--- config.mk ---
export PLATFORM = sky130hd
export DESIGN_NAME = sapd_controller
export DESIGN_NICKNAME = d
export VERILOG_FILES = /design/src/sapd_pkg.sv /design/src/sapd_controller.sv
export SDC_FILE = /design/constraint.sdc
export NUM_CORES = 1
export LEC_CHECK = 0
export BUFFER_PORTS_ARGS = -buffer_cell sky130_fd_sc_hd__buf_4
export CORE_ASPECT_RATIO = 0.8
export CORE_MARGIN = 2
export CORE_UTILIZATION = 59
export DETAILED_ROUTE_END_ITERATION = 6
export PLACE_DENSITY = 0.85
export SYNTH_ARGS = -nofsm -noshare
export SYNTH_HDL_FRONTEND = slang
export SYNTH_SLANG_ARGS = --single-unit
--- constraint.sdc ---
create_clock -name clock -period 2.5 [get_ports clock]
set_input_delay 0.125 -clock clock [delete_from_list [all_inputs] [get_ports clock]]
set_output_delay 0.125 -clock clock [all_outputs]
set_load 0.02 [all_outputs]
--- src/sapd_pkg.sv ---
package sapd_pkg;

   localparam int MAX_LEN     = 1024;
   localparam int MAX_LEVELS  = 11;
   localparam int ADDR_W      = 10;
   localparam int LEN_W       = 11;
   localparam int LVL_W       = 4;
   localparam int CHAR_W      = 8;
   localparam int RANK_W      = 10;
   localparam int SEC_W       = 11;
   localparam int KEY_W       = RANK_W + SEC_W + ADDR_W;
   localparam int HKEY_W      = RANK_W + SEC_W;
   localparam int RANK_AW     = LVL_W + ADDR_W;
   localparam int RANK_DEPTH  = MAX_LEVELS * MAX_LEN;
   localparam int SRCH_W      = 12;

   localparam logic [LEN_W-1:0] PAST_END = LEN_W'(MAX_LEN);

   localparam logic [1:0] REQ_LOAD    = 2'd0;
   localparam logic [1:0] REQ_COMPARE = 2'd1;
   localparam logic [1:0] REQ_RANGE   = 2'd2;

   localparam logic [1:0] KIND_BUILD   = 2'd0;
   localparam logic [1:0] KIND_COMPARE = 2'd1;
   localparam logic [1:0] KIND_RANGE   = 2'd2;

   localparam logic [1:0] CMP_LESS    = 2'b11;
   localparam logic [1:0] CMP_EQUAL   = 2'b00;
   localparam logic [1:0] CMP_GREATER = 2'b01;

   typedef enum logic [4:0] {
      OP_NONE,
      OP_LOAD,
      OP_OVER_REPLY,
      OP_LVL_INIT,
      OP_LVL_STEP,
      OP_KG_RD,
      OP_KG_WR,
      OP_SORT_BEGIN,
      OP_RUN_BEGIN,
      OP_MS_RD,
      OP_MS_WR,
      OP_PASS_END,
      OP_SCAN_BEGIN,
      OP_RS_RD,
      OP_RS_WR,
      OP_LEVEL_NEXT,
      OP_BUILD_REPLY,
      OP_ERR_REPLY,
      OP_CMP_BEGIN,
      OP_CW_SKIP,
      OP_CW_RD,
      OP_CW_EV,
      OP_CMP_REPLY,
      OP_RNG_RD,
      OP_RNG_INIT,
      OP_RNG_LOOP,
      OP_POS_RD,
      OP_RNG_WALK,
      OP_RNG_STEP,
      OP_RNG_REPLY
   } dp_op_type;

   typedef enum logic [5:0] {
      ST_IDLE,
      ST_DISPATCH,
      ST_LOAD,
      ST_LOAD_NEXT,
      ST_OVER_REPLY,
      ST_LVL_INIT,
      ST_LVL_STEP,
      ST_KG_RD,
      ST_KG_WR,
      ST_SORT_BEGIN,
      ST_PASS_CHECK,
      ST_RUN_CHECK,
      ST_RUN_BEGIN,
      ST_MS_RD,
      ST_MS_WR,
      ST_PASS_END,
      ST_SCAN_BEGIN,
      ST_RS_RD,
      ST_RS_WR,
      ST_LEVEL_NEXT,
      ST_BUILD_REPLY,
      ST_ERR_REPLY,
      ST_CMP_BEGIN,
      ST_CW_CHECK,
      ST_CW_RD,
      ST_CW_EV,
      ST_CMP_REPLY,
      ST_RNG_RD,
      ST_RNG_INIT,
      ST_RNG_LOOP,
      ST_POS_RD,
      ST_RNG_WALK,
      ST_RNG_STEP
   } ctrl_state_type;

   typedef struct packed {
      logic      accept;
      dp_op_type op;
   } dp_cmd_type;

   typedef struct packed {
      logic [1:0] req_code;
      logic       built;
      logic       last;
      logic       over;
      logic       lvl_more;
      logic       i_last;
      logic       sort_more;
      logic       run_more;
      logic       merge_last;
      logic       lvl_last;
      logic       cmp_bad;
      logic       rng_bad;
      logic       cw_end;
      logic       cw_bit;
      logic       cw_diff;
      logic       rng_cont;
      logic       rng_phase;
   } dp_status_type;

endpackage

--- src/sapd_controller.sv ---
module sapd_controller (
   input  logic                   clock,
   input  logic                   reset,
   input  logic                   start,
   output logic                   busy,
   input  sapd_pkg::dp_status_type status,
   output sapd_pkg::dp_cmd_type    cmd
);

   sapd_pkg::ctrl_state_type state_ff, state_in;

   always_ff @(posedge clock) begin
      if (reset) begin
         state_ff <= sapd_pkg::ST_IDLE;
      end else begin
         state_ff <= state_in;
      end
   end

   assign busy = (state_ff != sapd_pkg::ST_IDLE);

   always_comb begin
      state_in   = state_ff;
      cmd.accept = 1'b0;
      cmd.op     = sapd_pkg::OP_NONE;
      unique case (state_ff)
         sapd_pkg::ST_IDLE: begin
            if (start) begin
               cmd.accept = 1'b1;
               state_in   = sapd_pkg::ST_DISPATCH;
            end
         end
         sapd_pkg::ST_DISPATCH: begin
            case (status.req_code)
               sapd_pkg::REQ_LOAD: state_in = sapd_pkg::ST_LOAD;
               sapd_pkg::REQ_COMPARE: begin
                  if (status.built && !status.cmp_bad) state_in = sapd_pkg::ST_CMP_BEGIN;
                  else state_in = sapd_pkg::ST_ERR_REPLY;
               end
               sapd_pkg::REQ_RANGE: begin
                  if (status.built && !status.rng_bad) state_in = sapd_pkg::ST_RNG_RD;
                  else state_in = sapd_pkg::ST_ERR_REPLY;
               end
               default: state_in = sapd_pkg::ST_IDLE;
            endcase
         end
         sapd_pkg::ST_LOAD: begin
            cmd.op   = sapd_pkg::OP_LOAD;
            state_in = sapd_pkg::ST_LOAD_NEXT;
         end
         sapd_pkg::ST_LOAD_NEXT: begin
            if (status.last) state_in = sapd_pkg::ST_LVL_INIT;
            else if (status.over) state_in = sapd_pkg::ST_OVER_REPLY;
            else state_in = sapd_pkg::ST_IDLE;
         end
         sapd_pkg::ST_OVER_REPLY: begin
            cmd.op   = sapd_pkg::OP_OVER_REPLY;
            state_in = sapd_pkg::ST_IDLE;
         end
         sapd_pkg::ST_LVL_INIT: begin
            cmd.op   = sapd_pkg::OP_LVL_INIT;
            state_in = sapd_pkg::ST_LVL_STEP;
         end
         sapd_pkg::ST_LVL_STEP: begin
            cmd.op = sapd_pkg::OP_LVL_STEP;
            if (!status.lvl_more) state_in = sapd_pkg::ST_KG_RD;
         end
         sapd_pkg::ST_KG_RD: begin
            cmd.op   = sapd_pkg::OP_KG_RD;
            state_in = sapd_pkg::ST_KG_WR;
         end
         sapd_pkg::ST_KG_WR: begin
            cmd.op = sapd_pkg::OP_KG_WR;
            if (status.i_last) state_in = sapd_pkg::ST_SORT_BEGIN;
            else state_in = sapd_pkg::ST_KG_RD;
         end
         sapd_pkg::ST_SORT_BEGIN: begin
            cmd.op   = sapd_pkg::OP_SORT_BEGIN;
            state_in = sapd_pkg::ST_PASS_CHECK;
         end
         sapd_pkg::ST_PASS_CHECK: begin
            if (status.sort_more) state_in = sapd_pkg::ST_RUN_CHECK;
            else state_in = sapd_pkg::ST_SCAN_BEGIN;
         end
         sapd_pkg::ST_RUN_CHECK: begin
            if (status.run_more) state_in = sapd_pkg::ST_RUN_BEGIN;
            else state_in = sapd_pkg::ST_PASS_END;
         end
         sapd_pkg::ST_RUN_BEGIN: begin
            cmd.op   = sapd_pkg::OP_RUN_BEGIN;
            state_in = sapd_pkg::ST_MS_RD;
         end
         sapd_pkg::ST_MS_RD: begin
            cmd.op   = sapd_pkg::OP_MS_RD;
            state_in = sapd_pkg::ST_MS_WR;
         end
         sapd_pkg::ST_MS_WR: begin
            cmd.op = sapd_pkg::OP_MS_WR;
            if (status.merge_last) state_in = sapd_pkg::ST_RUN_CHECK;
            else state_in = sapd_pkg::ST_MS_RD;
         end
         sapd_pkg::ST_PASS_END: begin
            cmd.op   = sapd_pkg::OP_PASS_END;
            state_in = sapd_pkg::ST_PASS_CHECK;
         end
         sapd_pkg::ST_SCAN_BEGIN: begin
            cmd.op   = sapd_pkg::OP_SCAN_BEGIN;
            state_in = sapd_pkg::ST_RS_RD;
         end
         sapd_pkg::ST_RS_RD: begin
            cmd.op   = sapd_pkg::OP_RS_RD;
            state_in = sapd_pkg::ST_RS_WR;
         end
         sapd_pkg::ST_RS_WR: begin
            cmd.op = sapd_pkg::OP_RS_WR;
            if (!status.i_last) state_in = sapd_pkg::ST_RS_RD;
            else if (status.lvl_last) state_in = sapd_pkg::ST_BUILD_REPLY;
            else state_in = sapd_pkg::ST_LEVEL_NEXT;
         end
         sapd_pkg::ST_LEVEL_NEXT: begin
            cmd.op   = sapd_pkg::OP_LEVEL_NEXT;
            state_in = sapd_pkg::ST_KG_RD;
         end
         sapd_pkg::ST_BUILD_REPLY: begin
            cmd.op   = sapd_pkg::OP_BUILD_REPLY;
            state_in = sapd_pkg::ST_IDLE;
         end
         sapd_pkg::ST_ERR_REPLY: begin
            cmd.op   = sapd_pkg::OP_ERR_REPLY;
            state_in = sapd_pkg::ST_IDLE;
         end
         sapd_pkg::ST_CMP_BEGIN: begin
            cmd.op   = sapd_pkg::OP_CMP_BEGIN;
            state_in = sapd_pkg::ST_CW_CHECK;
         end
         sapd_pkg::ST_CW_CHECK: begin
            if (status.cw_end) begin
               if (status.req_code == sapd_pkg::REQ_COMPARE) state_in = sapd_pkg::ST_CMP_REPLY;
               else state_in = sapd_pkg::ST_RNG_LOOP;
               if (status.req_code != sapd_pkg::REQ_COMPARE) cmd.op = sapd_pkg::OP_RNG_STEP;
            end else if (status.cw_bit) begin
               state_in = sapd_pkg::ST_CW_RD;
            end else begin
               cmd.op = sapd_pkg::OP_CW_SKIP;
            end
         end
         sapd_pkg::ST_CW_RD: begin
            cmd.op   = sapd_pkg::OP_CW_RD;
            state_in = sapd_pkg::ST_CW_EV;
         end
         sapd_pkg::ST_CW_EV: begin
            cmd.op = sapd_pkg::OP_CW_EV;
            if (!status.cw_diff) state_in = sapd_pkg::ST_CW_CHECK;
            else if (status.req_code == sapd_pkg::REQ_COMPARE) state_in = sapd_pkg::ST_CMP_REPLY;
            else state_in = sapd_pkg::ST_RNG_STEP;
         end
         sapd_pkg::ST_CMP_REPLY: begin
            cmd.op   = sapd_pkg::OP_CMP_REPLY;
            state_in = sapd_pkg::ST_IDLE;
         end
         sapd_pkg::ST_RNG_RD: begin
            cmd.op   = sapd_pkg::OP_RNG_RD;
            state_in = sapd_pkg::ST_RNG_INIT;
         end
         sapd_pkg::ST_RNG_INIT: begin
            cmd.op   = sapd_pkg::OP_RNG_INIT;
            state_in = sapd_pkg::ST_RNG_LOOP;
         end
         sapd_pkg::ST_RNG_STEP: begin
            // walk found a mismatch
            cmd.op   = sapd_pkg::OP_RNG_STEP;
            state_in = sapd_pkg::ST_RNG_LOOP;
         end
         sapd_pkg::ST_RNG_LOOP: begin
            cmd.op = sapd_pkg::OP_RNG_LOOP;
            if (status.rng_cont) state_in = sapd_pkg::ST_POS_RD;
            else if (status.rng_phase) begin
               cmd.op   = sapd_pkg::OP_RNG_REPLY;
               state_in = sapd_pkg::ST_IDLE;
            end
         end
         sapd_pkg::ST_POS_RD: begin
            cmd.op   = sapd_pkg::OP_POS_RD;
            state_in = sapd_pkg::ST_RNG_WALK;
         end
         sapd_pkg::ST_RNG_WALK: begin
            cmd.op   = sapd_pkg::OP_RNG_WALK;
            state_in = sapd_pkg::ST_CW_CHECK;
         end
         default: state_in = sapd_pkg::ST_IDLE;
      endcase
   end

endmodule

[Word-level counts from Yosys, hierarchy flattened]
Index checks and enable logic that the tools add are counted.
Storage, ports and cells
  flip-flop bits (word level): 6
  latch bits: 0
  memory bits (writable): 0
  bits in read-only memories: 0
  memories kept: 0
Cells by class
  add/sub/neg operators: 0
  multiply operators: 0
  divide/modulo/power cells: 0
  magnitude comparators: 0
  equal/unequal tests: 39
  shift-type cells: 0
  muxes and demuxes: 29
  bitwise operators: 0
  reductions and logical operators: 11
Operators with widths (count)
  $pmux W6 S26: 1
  $pmux W5 S28: 1
  $eq A6 B5 Y1 const B: 16
  $eq A6 B4 Y1 const B: 8
  $mux W6: 8
  $eq A6 B3 Y1 const B: 4
  $mux W3: 8
  $mux W5: 4
  $pmux W5 S3: 1
  $eq A6 B2 Y1 const B: 2
  $mux W4: 2
  $eq A6 B1 Y1 const B: 1
  $eq A6 B6 Y1 const B: 1
  $logic_not A6 Y1: 1
  $ne A3 B3 Y1 const B: 2
  $reduce_bool A6 Y1: 1
  $reduce_or A2 Y1: 3
  $mux W2: 2
  $ne A2 B2 Y1 const B: 2
  $reduce_and A4 Y1: 1
  $eq A2 B1 Y1 const B: 1
  $eq A2 B2 Y1 const B: 1
  $logic_and A1 B1 Y1: 2
  $logic_not A1 Y1: 2
  other kinds (3): 4

[Depth between registers and ports, before layout]
Gate-level depths: netlist of the first run.
  word-level depth: 5
  mapped depth: 8
  mapped depth without buffers: 7

[Least setup slack after synthesis of the first run]
No wires, ideal clock.
  path type: register to output
  start point: register state_ff[5]
  end point: output cmd[4] (netlist bit)
  arrival: 1.535 ns
  slack: 0.840 ns
  stages on the path, launching flop included: 6
  path buffers: 0
  cells stage by stage: dfxtp_1 nand2b_1 nor2_1 nand3_1 o21ai_0 or4_1
RTL lines
  start: declaration: line sapd_controller.sv:10  | sapd_pkg::ctrl_state_type state_ff, state_in;
  start signal: assignment: line sapd_controller.sv:14  | state_ff <= sapd_pkg::ST_IDLE;
  start signal: assignment: line sapd_controller.sv:16  | state_ff <= state_in;
  end: declaration: line sapd_controller.sv:7  | output sapd_pkg::dp_cmd_type cmd

==> metrics.txt, run 1 <==
die height 46.3 um; Async SR Flop Fraction 0%; DR vias 1754; Initial DRC Count 274; commonest non-fill, non-tap cell in the layout buf_4; ys flop type dfxtp_1; vias in the first global route 1480; max incr delay on CP 0.57 ns; total gr overflow 0; Worst path slowest cell or4_1; placeable core area 2140 um2; Mapped Cells 192; initial antenna violation count 0; Sink Count 6; Post-synth EDFFs 0; # DRC 0; WL final 4440 um; Synthesized Nets 217; antenna viol nets, final 0; Final TNS setup 0 ns; Reg power frac 20.1%; largest net degree at the start of global routing 25; run status complete, no violations; vias per cell 7.34; FF+latch count, synth 6; most flop-heavy register state_ff; WHS 0.0610 ns; Die Footprint 2630 um2; CP cell instances nand2b_1 -> nor2_1 -> nand3_1 -> o21ai_0 -> or4_1 -> buf_4; worst-margin pin slew 0.710 ns; clock skew 0.0181 ns; nets 241; Pint 479 uW; unrepaired setup endpoints after global routing no; Max VDD drop 0.725 mV; Register Area 121 um2; Synth area leader dfxtp_1; largest cells by area after synthesis dfxtp_1, a21oi_1, nand2b_1; CP Capture Type output pin; sw frac 52.6%; max reg flops 6; Worst-path clk slew 0.06 ns; fmax 407 MHz; Slew Limit Fails 0; CP startpoint kind register; YS warnings 0; placer congestion estimate 1.02; Pwr Density 654 nW/um2; slew margin rel. 52.6%; multi-input logic area 1070 um2; NetSw 531 uW; # setup viols final 0; Comb pwr share 69.8%; Max-Cap Viols 0; sequential area share after synthesis 9.10%; Clock Power Share 10.1%; CP bufs+invs 1; Netlist cell types 57; PortBufs 27; global-route wire length before repair 6910 um; post-DR wirelength/cell 18.6 um; Post-Syn Area 1320 um2; delay-heaviest family, CP simple AND/OR/NAND/NOR gates; CTS max path bufs 2; fin crit period 2.46 ns; Avg Inst Size Synth 6.88 um2; antenna cells 0; Fillers 178; CTS H-Tree Depth 1; critical path required time 2.38 ns; final period utilization 98.2%; Area Overhead vs Synth 16.9%; CTS Root Cell clkbuf_4; CTS Buf Count 3; post-synth top area share 9.10%; DRT Pass-1 Iters 6; crit path kind reg -> out; share of cells above drive strength 1 25.2%; top flop regs state_ff (6); CTS tree built; Hold Vio Cnt, Final 0; GRT Overall Usage 33.9%; most frequent cells in the layout buf_4, nor2_1, nand2_1; die width 56.9 um; Ports 28; # rows 15; Worst EP arrival 2.33 ns; Worst Path Max Fanout 11; Starting Density 61.7%; P_leak 0.000611 uW; Clk Latency, worst-skew pair 0.27 ns; dpl hpwl 3300 um; worst hold path type in -> reg
## stage by stage
step	instance area (um2)	total power (uW)	std cells	utilization, %	worst slack, ns
detailed placement	1520	877	236	71.0	0.332
global route	1540	1060	239	72.1	0.00685
finish	1540	1010	239	72.1	0.0447
floorplan	1320	682	192	-	0.840
CTS	1540	978	239	72.0	0.151
global placement	1520	859	236	71.0	0.337
## routing by layer
metal | global-route usage [%] | wire (um) | vias to the layer above
met3 | 8.43 | 674 | 26
li1 | - | - | 771
met4 | 14.0 | 178 | 0
met2 | 52.9 | 1910 | 175
met5 | 0 | 0 | -
met1 | 45.1 | 1670 | 782
## repair_timing
| item | CTS | global route |
|---|---|---|
| gates resized for setup | 0 | 1 |
| buffers inserted | 0 | 0 |
| endpoints found under the hold margin | 0 | 0 |
| endpoints found under the setup margin | 0 | 2 |
| hold buffers | 0 | 0 |
## cell usage after synthesis, types with 3 or more instances
| master | instances |
|---|---|
| nand2b_1 | 10 |
| nor3b_1 | 3 |
| buf_6 | 3 |
| nor4_1 | 4 |
| nor2b_1 | 4 |
| and3_1 | 4 |
| nand4_1 | 4 |
| inv_1 | 6 |
| nor3_1 | 8 |
| nor2_1 | 16 |
| nand2_1 | 16 |
| o21ai_0 | 12 |
| buf_4 | 4 |
| buf_2 | 8 |
| a21oi_1 | 14 |
| o22ai_1 | 4 |
| a31oi_1 | 7 |
| nand3_1 | 9 |
| ha_1 | 4 |
| dfxtp_1 | 6 |
## power groups by stage
| stage | clock network, uW | logic [uW] | registers [uW] |
|---|---|---|---|
| 2_1_floorplan | 0 | 554 | 128 |
| 3_5_place_dp | 0 | 679 | 198 |
| 3_3_place_gp | 0 | 666 | 193 |
| 6_report | 102 | 704 | 203 |
| 4_1_cts | 98.5 | 684 | 196 |
| 5_1_grt | 103 | 746 | 208 |
## cells by family (layout without fill, tap and decap cells)
group           Yosys count  in the layout  share of synthesized area (%)
buf+inv                  22             44                           9.86
flops                     6              6                           9.10
simple gates            101            101                           45.4
mux                       3              3                           2.46
compound gates           56             56                           29.4
fa+ha+maj                 4              4                           3.79
## layout make-up
type / count / share of cell area [%]
multi-input cells: 164 / 69.3
repair buffers: 35 / 17.8
flip-flops and latches: 6 / 7.87
well taps: 25 / 2.03
clock buffers: 3 / 1.46
inverters: 6 / 1.46
## worst paths after layout
check | start | end | slack, ns | cells after the start
setup / recovery | state_ff[5] | cmd[4] | 0.04 | 6
hold / removal | reset | state_ff[1] | 0.06 | 2
setup reg to reg | state_ff[2] | state_ff[4] | 0.21 | 6
hold reg to reg | state_ff[0] | state_ff[0] | 0.69 | 2
Note: power is estimated with default switching activity, not from simulation.
==> run 2: changes to the inputs <==
ABC_AREA = 1   (was default)
ABC_CLOCK_PERIOD_IN_PS = 2500   (was default)
GPL_ROUTABILITY_DRIVEN = 0   (was default)
PLACE_DENSITY = 0.86   (was 0.85)
==> run 2 against run 1 <==
Net effect: the run now ends with DRC left; clock-buffer cell count did not move; final cell count rose by 30%; global-route usage rose by 0.52 points; power fell by 6.4%; highest routed layer unchanged; critical path type unchanged; first-iteration DRC count fell by 17%.
==> metrics.txt, run 2 <==
Async SR Flop Fraction 0%; die width 55.6 um; largest net degree at the start of global routing 16; Synthesized Nets 284; ys flop type dfxtp_1; antenna cells 0; largest cells by area after synthesis nand2_1, nand3_1, nor2_1; Mapped Cells 259; antenna viol nets, final 0; delay-heaviest family, CP simple AND/OR/NAND/NOR gates; Max-Cap Viols 0; Post-CTS Setup Bufs 0; max reg flops 6; placeable core area 1940 um2; final period utilization 85.3%; CP Capture Type output pin; CP cell instances inv_1 -> nor2_4 -> nand3_1 -> inv_1 -> nor2_1 -> nand3_1 -> nor3_1 -> nand4_1 -> buf_4; post-DR wirelength/cell 13.1 um; top flop regs state_ff (6); Synth top cells by count nand2_1, nor2_1, nand3_1, inv_1, nor3_1; die height 45.3 um; Sink Count 6; cts repair resizes 0; Ports 28; Hold Vio Cnt, Final 0; # setup viols final 0; most frequent cells in the layout nand2_1, nor2_1, nand3_1; Worst EP arrival 2.01 ns; worst-margin pin slew 0.553 ns; Post-synth EDFFs 0; Netlist cell types 18; most flop-heavy register state_ff; Pwr Density 632 nW/um2; Starting Density 64.7%; Final TNS setup 0 ns; run status complete, but fails checks; PortBufs 27; DR vias 1763; Die Footprint 2520 um2; CTS Root Cell clkbuf_4; critical path required time 2.38 ns; vias in the first global route 1532; commonest non-fill, non-tap cell in the layout nand2_1; # rows 14; initial antenna violation count 0; CP startpoint kind register; Worst path slowest cell dfxtp_1; vias per cell 5.69; # hold bufs at CTS 0; Max VDD drop 0.717 mV; max incr delay on CP 0.53 ns; post-route insts no fill 310; total gr overflow 0; Area Overhead vs Synth 18.9%; clock skew 0.00884 ns; Synth area leader nand2_1; Slew Limit Fails 0; fin crit period 2.13 ns; CP bufs+invs 3; fmax 469 MHz; most numerous cell in the Yosys netlist nand2_1; failing checks DRC; P_leak 0.000975 uW; unrepaired setup endpoints after global routing no; CTS H-Tree Depth 1; YS warnings 0; # DRC 28; CTS tree built; Avg Inst Size Synth 4.86 um2; Post-Syn Area 1260 um2; CTS max path bufs 2; sequential area share after synthesis 9.54%; Initial DRC Count 227; FF+latch count, synth 6; placed cells 307; share of cells above drive strength 1 16.8%; slew margin rel. 63.1%; dpl hpwl 3230 um; global-route wire length before repair 6730 um; DRT Pass-1 Iters 7; Worst Path Max Fanout 7; post-synth top area share 25.3%; crit path kind reg -> out; Clk Latency, worst-skew pair 0.26 ns; nets 313; worst hold path type in -> reg; Worst-path clk slew 0.05 ns; WL final 4070 um; GRT Overall Usage 34.4%; CTS Buf Count 3
==> run 2: worst reg2reg max path, stage by stage, from the launching register on <==
cell	delay [ns]
dfxtp_1	0.34
nor2_2	0.46
nand2_1	0.20
nor2_2	0.24
nand2_1	0.09
nand3_1	0.09
nor2_1	0.05
nand2_1	0.06
nand2_1	0.06
a21oi_1	0.19
==> run 2: per-layer routing <==
| metal | vias up | part of all wire (%) | global-route usage [%] |
|---|---|---|---|
| li1 | 866 | - | - |
| met1 | 713 | 40 | 45.4 |
| met2 | 160 | 39 | 51.0 |
| met3 | 24 | 17 | 12.9 |
| met4 | 0 | 3.9 | 14.1 |
| met5 | - | 0 | 0 |
==> run 2: cell families after synthesis <==
| logic type | share of synthesized area, % |
|---|---|
| compound gates | 2.58 |
| fa+ha+maj | 3.98 |
| buf+inv | 13.3 |
| flops | 9.54 |
| simple gates | 70.6 |
==> run 2: cell type report <==
class                      instances  area, um2
clock buffer                       3       22.5
fill                             176        448
timing repair buffer              27        203
tap                               24       30.0
multi-input combinational        210        971
inverter                          40        150
sequential                         6        120
==> run 2: per-stage QoR <==
step / area, um2 / hold WS [ns] / utilization [%] / setup slack [ns] / power (uW)
after floorplan: 1260 / 0.194 / - / 1.02 / 627
after global placement: 1470 / 0.333 / 75.8 / 0.706 / 828
after detailed placement: 1470 / 0.338 / 75.8 / 0.715 / 825
after CTS: 1500 / 0.0730 / 77.0 / 0.477 / 921
after global routing: 1500 / 0.0677 / 77.0 / 0.282 / 1010
final: 1500 / 0.0725 / 77.0 / 0.368 / 945
==> run 2: path summary, 6_finish.rpt <==
kind	cells past startpoint	to	slack [ns]	from
worst max-delay path	9	cmd[2]	0.37	state_ff[0]
worst min-delay path	2	state_ff[1]	0.07	reset
worst max register to register	9	state_ff[4]	0.64	state_ff[5]
worst min register to register	2	state_ff[2]	0.58	state_ff[2]
==> run 2: power breakdown <==
| group | total (uW) | internal [uW] | switching (uW) |
|---|---|---|---|
| clock network | 93.9 | 54.6 | 39.3 |
| registers | 163 | 117 | 45.6 |
| logic | 688 | 226 | 462 |
| total | 945 | 398 | 547 |
